--- src/rtl/drrip_pkg.sv ---
// shared constants, types and codes for the drrip replacement core
`default_nettype none
package drrip_pkg;

  localparam int NUM_SETS    = 2048;
  localparam int NUM_WAYS    = 16;
  localparam int LEADER_SETS = 32;
  localparam int SEL_W       = 10;
  localparam int RRPV_W      = 2;

  localparam int SET_W    = $clog2(NUM_SETS);
  localparam int WAY_W    = 4;
  localparam int VICTIM_W = 4;
  localparam int WORD_W   = NUM_WAYS * RRPV_W;

  localparam logic [RRPV_W-1:0] RRPV_SAT = {RRPV_W{1'b1}};
  localparam logic [RRPV_W-1:0] RRPV_LONG = RRPV_SAT - RRPV_W'(1);
  localparam logic [SEL_W-1:0] SEL_MAX = {SEL_W{1'b1}};
  localparam logic [SEL_W-1:0] SEL_HALF = SEL_MAX >> 1;

  localparam int STRIDE_RAW = NUM_SETS / LEADER_SETS;
  localparam int STRIDE     = (STRIDE_RAW == 0) ? 1 : STRIDE_RAW;
  localparam int STRIDE_SH  = $clog2(STRIDE);
  localparam int STRIDE_MID = STRIDE / 2;

  localparam logic OP_VICTIM = 1'b0;
  localparam logic OP_UPDATE = 1'b1;

  typedef struct packed {
    logic accept;
    logic clear_wr;
    logic commit;
  } dp_cmd_t;

  typedef struct packed {
    logic clear_last;
    logic req_victim;
  } dp_sts_t;

endpackage
`default_nettype wire

--- src/rtl/drrip_ctrl.sv ---
// request sequencer: clearing pass, read and write-back steps, result handshake
`default_nettype none
module drrip_ctrl (
  input  wire logic               clk,
  input  wire logic               rst_n,
  input  wire logic               in_valid,
  output logic                    in_stall,
  output logic                    out_valid,
  input  wire logic               out_stall,
  output drrip_pkg::dp_cmd_t      cmd,
  input  wire drrip_pkg::dp_sts_t sts
);

  localparam logic [1:0] ST_CLEAR  = 2'd0;
  localparam logic [1:0] ST_IDLE   = 2'd1;
  localparam logic [1:0] ST_MODIFY = 2'd2;

  logic [1:0] state_r, state_nxt;
  logic       out_valid_r, out_valid_nxt;
  logic       can_commit;

  // a victim result needs the output register free or leaving
  assign can_commit = !(sts.req_victim && out_valid_r && out_stall);

  always_comb begin
    state_nxt    = state_r;
    cmd.accept   = 1'b0;
    cmd.clear_wr = 1'b0;
    cmd.commit   = 1'b0;
    unique case (state_r)
      ST_CLEAR: begin
        cmd.clear_wr = 1'b1;
        if (sts.clear_last) begin
          state_nxt = ST_IDLE;
        end
      end
      ST_IDLE: begin
        if (in_valid) begin
          cmd.accept = 1'b1;
          state_nxt  = ST_MODIFY;
        end
      end
      ST_MODIFY: begin
        if (can_commit) begin
          cmd.commit = 1'b1;
          state_nxt  = ST_IDLE;
        end
      end
      default: begin
        state_nxt = ST_IDLE;
      end
    endcase
  end

  always_comb begin
    out_valid_nxt = out_valid_r;
    if (out_valid_r && !out_stall) begin
      out_valid_nxt = 1'b0;
    end
    if (cmd.commit && sts.req_victim) begin
      out_valid_nxt = 1'b1;
    end
  end

  always_ff @(posedge clk) begin
    if (!rst_n) begin
      state_r     <= ST_CLEAR;
      out_valid_r <= 1'b0;
    end else begin
      state_r     <= state_nxt;
      out_valid_r <= out_valid_nxt;
    end
  end

  assign in_stall  = (state_r != ST_IDLE);
  assign out_valid = out_valid_r;

  // no request taken while the set memory is being cleared
  a_clear_stall: assert property (@(posedge clk) disable iff (!rst_n)
    (state_r == ST_CLEAR) |-> in_stall)
    else $error("request accepted during clearing");

  // an accepted request moves straight to the write-back step
  a_accept_modify: assert property (@(posedge clk) disable iff (!rst_n)
    cmd.accept |=> (state_r == ST_MODIFY))
    else $error("accepted request lost");

  // a new result only appears right after a victim commit
  a_result_src: assert property (@(posedge clk) disable iff (!rst_n)
    $rose(out_valid_r) |-> $past(cmd.commit && sts.req_victim))
    else $error("result without a victim request");

endmodule
`default_nettype wire

--- config.mk ---
export PLATFORM = sky130hd
export DESIGN_NAME = drrip_ctrl
export DESIGN_NICKNAME = d
export VERILOG_FILES = /design/src/rtl/drrip_pkg.sv /design/src/rtl/drrip_ctrl.sv
export SDC_FILE = /design/constraint.sdc
export NUM_CORES = 1
export LEC_CHECK = 0
export BUFFER_PORTS_ARGS = -buffer_cell sky130_fd_sc_hd__buf_2
export CORE_AREA = 2 2 39 41
export DETAILED_ROUTE_END_ITERATION = 10
export DIE_AREA = 0 0 41 43
export PLACE_DENSITY = 0.34
export SLEW_MARGIN = 20
export SYNTH_ARGS = -nofsm -noshare
export SYNTH_HDL_FRONTEND = slang
export SYNTH_SLANG_ARGS = --single-unit
--- constraint.sdc ---
create_clock -name clk -period 0.9 [get_ports clk]
set_input_delay 0.09 -clock clk [delete_from_list [all_inputs] [get_ports clk]]
set_output_delay 0.09 -clock clk [all_outputs]
set_load 0.1 [all_outputs]
==> results of run 1 <==
==> per-stage QoR <==
| step | util (%) | hold slack [ns] | setup TNS [ns] | setup WS [ns] | power (mW) |
|---|---|---|---|---|---|
| after CTS | 30.8 | 0.112 | -1.20 | -0.262 | 0.646 |
| after global placement | 26.5 | 0.338 | -0.195 | -0.0632 | 0.382 |
| final | 31.4 | 0.119 | -1.08 | -0.258 | 0.631 |
| after detailed placement | 26.5 | 0.350 | -0.344 | -0.108 | 0.385 |
| after global routing | 31.4 | 0.123 | -1.43 | -0.306 | 0.670 |
| after floorplan | - | 0.212 | -1.06 | -0.305 | 0.285 |
==> how the worst min path moves through the flow <==
stage | to | slack (ns) | depth (start not counted)
final | state_r[1] | 0.12 | 2
after global routing | state_r[0] | 0.12 | 2
after detailed placement | state_r[1] | 0.35 | 2
after global placement | state_r[1] | 0.34 | 2
after floorplan | state_r[1] | 0.21 | 1
after CTS | state_r[1] | 0.11 | 2
==> timing repair <==
item                                   4_1_cts  5_1_grt
setup buffers                                3        0
endpoints found under the hold margin        0        0
pin swaps                                    1        1
setup endpoints to repair                    7        8
gates resized for setup                      4        3
==> power breakdown <==
group / switching [mW] / internal, mW / total [mW] / leakage (nW)
Clock: 0.0644 / 0.166 / 0.230 / 0.0150
Combinational: 0.146 / 0.109 / 0.255 / 0.154
Sequential: 0.00649 / 0.139 / 0.146 / 0.0261
Total: 0.217 / 0.414 / 0.631 / 0.195
==> synth_stat cells, drive strengths merged <==
| library cell | number | area share (%) |
|---|---|---|
| nor2 | 1 | 2.4 |
| inv | 1 | 2.4 |
| a21boi | 1 | 4.7 |
| nor2b | 1 | 3.9 |
| dfxtp | 3 | 38 |
| mux2 | 1 | 9.4 |
| nand3b | 2 | 9.4 |
| o211a | 1 | 6.3 |
| o21ai | 1 | 3.1 |
| nand2b | 2 | 7.9 |
| nand2 | 1 | 2.4 |
| nand3 | 1 | 6.3 |
| and2 | 1 | 3.9 |
==> cells by family after synthesis <==
logic type             Yosys count
AOI/OAI and AO/OA                3
buffers and inverters            1
DFF                              3
muxes                            1
and+or+nand+nor                  9
==> cell type report <==
class	count	area (µm²)	area share, %
Sequential cell	3	66.3	15.3
Timing Repair Buffer	18	196	45.2
Multi-Input combinational cell	13	118	27.1
Inverter	1	7.51	1.73
Tap cell	16	20.0	4.61
Clock buffer	4	26.3	6.05
==> flip-flops by register name, indices dropped and copies added (netlist names) <==
register and cells:
state_r 2, out_valid 1
==> metal layers <==
layer,vias to the layer above,share of wire (%)
met5,-,0
met4,0,0
met3,0,6.2
met2,5,63
met1,91,30
li1,104,-
==> impl_metrics.env, run 1 <==
export IMPL_met1_usage_pct=6.73
export IMPL_syn_nets=23
export IMPL_grt_util_all_layers_pct=7.92
export IMPL_busiest_layer="met2"
export IMPL_setup_violations=7
export IMPL_critPathKind="flip-flop to output pin"
export IMPL_r2r_start="state_r[1]"
export IMPL_synth_compound_area_share_pct=14.2
export IMPL_ant_nets=0
export IMPL_path_delay_family="simple AND/OR/NAND/NOR gates"
export IMPL_period_minus_slack_ns=1.16
export IMPL_totalWireLength_um=499
export IMPL_rr_worst_depth=3
export IMPL_htree_levels=1
export IMPL_hold_path_startpoint="rst_n"
export IMPL_via_per_inst=3.64
export IMPL_grt_pass1_vias=239
export IMPL_fin_ws_ns=-0.258
export IMPL_critical_path_max_stage_delay_ns=0.32
export IMPL_fill_cells=154
export IMPL_io_pins=11
export IMPL_grt_util_met3_pct=1.57
export IMPL_mostFrequentLayoutCells="buf_2 (5), buf_12 (5), buf_4 (5)"
export IMPL_worstMarginPinSlew_ns=0.161
export IMPL_end_kind="output pin"
export IMPL_cts_tree="done"
export IMPL_stdcell_count=55
export IMPL_post_route_period_util_pct=129
export IMPL_grt_max_degree=5
export IMPL_post_dp_cell_area_um2=367
export IMPL_io_buffers=10
export IMPL_syn_area_per_cell_um2=9.35
export IMPL_synthesis_area_um2=159
export IMPL_drt_pre_antenna_iters=1
export IMPL_synthAdderAreaFrac_pct=0
export IMPL_clockBufferDepth=2
export IMPL_startpoint_type="flip-flop"
export IMPL_wl_per_cell_um=9.07
export IMPL_die_w_um=41
export IMPL_dp_hpwl_um=429
export IMPL_core_um2=1380
export IMPL_cts_buffers=3
export IMPL_drive_gt1_share_pct=76.9
export IMPL_cp_depth=3
export IMPL_critPathLaunch="state_r[0]"
export IMPL_worstHoldPathType="primary input to flip-flop"
export IMPL_num_rows=14
export IMPL_path_clk_slew_ns=0.04
export IMPL_ir_worst_vdd_mv=0.587
export IMPL_r2r_slack_ns=-0.16
export IMPL_die_area_um2=1760
export IMPL_drc=0
export IMPL_antenna_cells=0
export IMPL_synth_area_mux_share_pct=9.45
export IMPL_cts_hold_buffers=0
export IMPL_met2_usage_pct=13.4
export IMPL_cp_max_fo=4
export IMPL_drt_iter0_drc=0
export IMPL_netlist_instances=17
export IMPL_synthXorXnorAreaFrac_pct=0
export IMPL_relSlewSlack_pct=89.2
export IMPL_start_util_pct=11.5
export IMPL_required_ns=0.81
export IMPL_synthToLayoutAreaGrowth_pct=173
export IMPL_worst_path_buf_inv=1
export IMPL_fp_dieH_um=43
export IMPL_routabilityCongestion=0.582
export IMPL_fmaxAchievable_mhz=864
export IMPL_nets=46
export IMPL_synth_warnings=0
export IMPL_maxSlewViolCount=0
export IMPL_arrival_ns=1.07
export IMPL_yosys_area_share_simple_pct=36.2
export IMPL_hold_violations=0
export IMPL_final_area_um2=434
export IMPL_clkSinkCount=3
export IMPL_synth_cell_types=13
export IMPL_grt_first_pass_wirelength_um=903
export IMPL_cellPowerDensity_nw_per_um2=1450
export IMPL_cts_root_buffer="clkbuf_4"
export IMPL_placed_cells=48
export IMPL_slowest_stage="dfxtp_2"
export IMPL_vias=200
export IMPL_antenna_found_initial=0
export IMPL_ys_seq_area_share_pct=37.8
export IMPL_outcome="complete, but fails checks"
export IMPL_endpoint="cmd[0]"
export IMPL_r2r_end="state_r[0]"
export IMPL_rsz0062_at_grt="yes"
export IMPL_synth_top_family_by_area="simple AND/OR/NAND/NOR gates"
export IMPL_ys_seq_elements=3
export IMPL_grt_overflow_total=0
export IMPL_leakage_nw=0.195
export IMPL_fin_skew_ns=0.00121
export IMPL_drv_cap=0
export IMPL_worstPathCellList="nand2b_1, nor2b_4, buf_12"
export IMPL_clk_latency_ns=0.23
export IMPL_violations="negative setup slack"
No activity file was read; power rests on OpenSTA's default activity.
==> run 2: changes to the inputs <==
ABC_AREA = 1   (was not set)
PLACE_DENSITY = 0.35   (was 0.34)
==> impl_metrics.env, run 2 <==
export IMPL_synth_cell_types=9
export IMPL_ys_seq_area_share_pct=36.4
export IMPL_core_um2=1380
export IMPL_drt_iter0_drc=1
export IMPL_yosysTopAreaCell="dfxtp_1"
export IMPL_leakage_nw=0.229
export IMPL_cellPowerDensity_nw_per_um2=1330
export IMPL_largest_register="state_r"
export IMPL_syn_nets=33
export IMPL_drc=0
export IMPL_grt_pass1_vias=200
export IMPL_ir_worst_vdd_mv=0.839
export IMPL_r2r_start="state_r[0]"
export IMPL_worstPathCellList="buf_4, buf_6, nor2_4, buf_12"
export IMPL_syn_area_per_cell_um2=6.12
export IMPL_worst_path_buf_inv=3
export IMPL_io_pins=11
export IMPL_slowest_stage="dfxtp_4"
export IMPL_critPathKind="flip-flop to output pin"
export IMPL_startpoint_type="flip-flop"
export IMPL_start_util_pct=11.9
export IMPL_die_area_um2=1760
export IMPL_antenna_cells=0
export IMPL_fin_ws_ns=-0.309
export IMPL_dp_hpwl_um=359
export IMPL_maxSlewViolCount=0
export IMPL_fmaxAchievable_mhz=827
export IMPL_mostFrequentLayoutCells="buf_2 (5), buf_12 (5), inv_1 (4), buf_6 (4), buf_4 (4)"
export IMPL_synthToLayoutAreaGrowth_pct=193
export IMPL_period_minus_slack_ns=1.21
export IMPL_ys_seq_elements=3
export IMPL_stdcell_count=65
export IMPL_routabilityCongestion=0.653
export IMPL_worstHoldPathType="primary input to flip-flop"
export IMPL_die_w_um=41
export IMPL_setup_tns_ns=-1.38
export IMPL_p_total_uw=644
export IMPL_drive_gt1_share_pct=77.6
export IMPL_ant_nets=0
export IMPL_drt_pre_antenna_iters=3
export IMPL_cp_max_fo=3
export IMPL_grt_overflow_total=0
export IMPL_yosys_top_cells_count="inv_1 (8), nand2_1 (6), dfxtp_1 (3)"
export IMPL_violations="negative setup slack"
export IMPL_clockBufferDepth=2
export IMPL_grt_max_degree=4
export IMPL_required_ns=0.81
export IMPL_post_dp_cell_area_um2=395
export IMPL_totalWireLength_um=467
export IMPL_path_delay_family="buffers and inverters"
export IMPL_clkSinkCount=3
export IMPL_ys_flop_type="dfxtp_1"
export IMPL_yosysMostFrequentCell="inv_1"
export IMPL_final_area_um2=484
export IMPL_path_clk_slew_ns=0.04
export IMPL_hold_violations=0
export IMPL_grt_util_all_layers_pct=6.91
export IMPL_end_kind="output pin"
export IMPL_nets=56
export IMPL_via_per_inst=3.54
export IMPL_ys_top_cells_by_area="dfxtp_1 (36%), inv_1 (18%), nand2_1 (14%)"
export IMPL_post_route_period_util_pct=134
export IMPL_netlist_instances=27
export IMPL_fin_skew_ns=0.000621
export IMPL_htree_levels=1
export IMPL_worstMarginPinSlew_ns=0.167
export IMPL_yosys_area_top_type_share_pct=36.4
export IMPL_critPathLaunch="state_r[1]"
export IMPL_largest_reg_flops=2
export IMPL_vias=230
export IMPL_outcome="complete, but fails checks"
export IMPL_drv_cap=0
export IMPL_wl_per_cell_um=7.18
export IMPL_synth_warnings=0
export IMPL_rsz0062_at_grt="yes"
export IMPL_critical_path_max_stage_delay_ns=0.36
export IMPL_cts_buffers=3
export IMPL_synth_edf_count=0
export IMPL_cts_root_buffer="clkbuf_4"
export IMPL_synthesis_area_um2=165
export IMPL_io_buffers=10
export IMPL_fp_dieH_um=43
export IMPL_hold_path_startpoint="sts[0]"
export IMPL_num_rows=14
export IMPL_async_flop_share_pct=0
export IMPL_arrival_ns=1.12
export IMPL_relSlewSlack_pct=88.7
export IMPL_antenna_found_initial=0
export IMPL_placed_cells=58
export IMPL_cts_tree="done"
export IMPL_clk_latency_ns=0.23
export IMPL_grt_first_pass_wirelength_um=738
export IMPL_setup_violations=7
## run 2: cell count changes after synthesis, moves of 2 or more
cell / previous run / this run
a21oi_1: 0 / 2
nand3b_1: 2 / 0
inv_1: 1 / 8
nor2_2: 0 / 2
nand2b_1: 2 / 0
nand2_1: 1 / 6
## run 2: where the power goes
group | switching [mW] | total [mW] | leakage, nW | internal, mW
registers | 0.00959 | 0.145 | 0.0267 | 0.135
clock network | 0.0722 | 0.239 | 0.0150 | 0.166
logic | 0.153 | 0.260 | 0.187 | 0.108
total | 0.234 | 0.644 | 0.229 | 0.409
## run 2: what timing repair did
| action | CTS | global route |
|---|---|---|
| resized for setup | 5 | 7 |
| buffers inserted | 0 | 3 |
| pin swaps | 1 | 5 |
| gates cloned | 0 | 0 |
| hold buffers | 0 | 0 |
| setup endpoints to repair | 7 | 8 |
## run 2: final cells by class
type	count	area, µm²
clock buffers	4	26.3
repair buffers	18	200
well taps	16	20.0
multi-input cells	15	109
flip-flops and latches	3	71.3
inverters	9	57.6
fillers	153	900
## run 2: worst reg2reg max path: stages (launching register included)
cell and delay (ns):
dfxtp_4 0.36, inv_2 0.05, nor2_4 0.15, nand2_4 0.08, buf_4 0.13, buf_6 0.10
a21oi_2 0.09
## run 2: cells by family (layout without fill, tap and decap cells)
| group | Yosys count | after routing | synth area share, % |
|---|---|---|---|
| buf+inv | 9 | 31 | 20.5 |
| compound gates | 5 | 5 | 17.4 |
| flops | 3 | 3 | 36.4 |
| simple gates | 10 | 10 | 25.8 |
## run 2: path summary, 6_finish.rpt
| check | end | slack, ns | cells after the start |
|---|---|---|---|
| worst max register to register | state_r[1] | -0.13 | 6 |
| worst min register to register | out_valid | 0.52 | 2 |
| worst max-delay path | cmd[1] | -0.31 | 4 |
| worst min-delay path | out_valid | 0.11 | 3 |
## run 2: stage by stage
stage	setup slack (ns)	utilization, %	hold slack (ns)
floorplan	-0.161	-	0.222
global placement	-0.111	28.6	0.354
detailed placement	-0.121	28.6	0.351
CTS	-0.344	31.4	0.111
global route	-0.370	35.0	0.124
finish	-0.309	35.0	0.110
## run 2: routing by layer
layer | track usage (%) | vias up | part of all wire (%)
met1 | 7.35 | 99 | 41
met3 | 8.38 | 0 | 12
met5 | 0 | - | 0
met4 | 2.00 | 0 | 0
li1 | - | 121 | -
met2 | 8.44 | 10 | 46
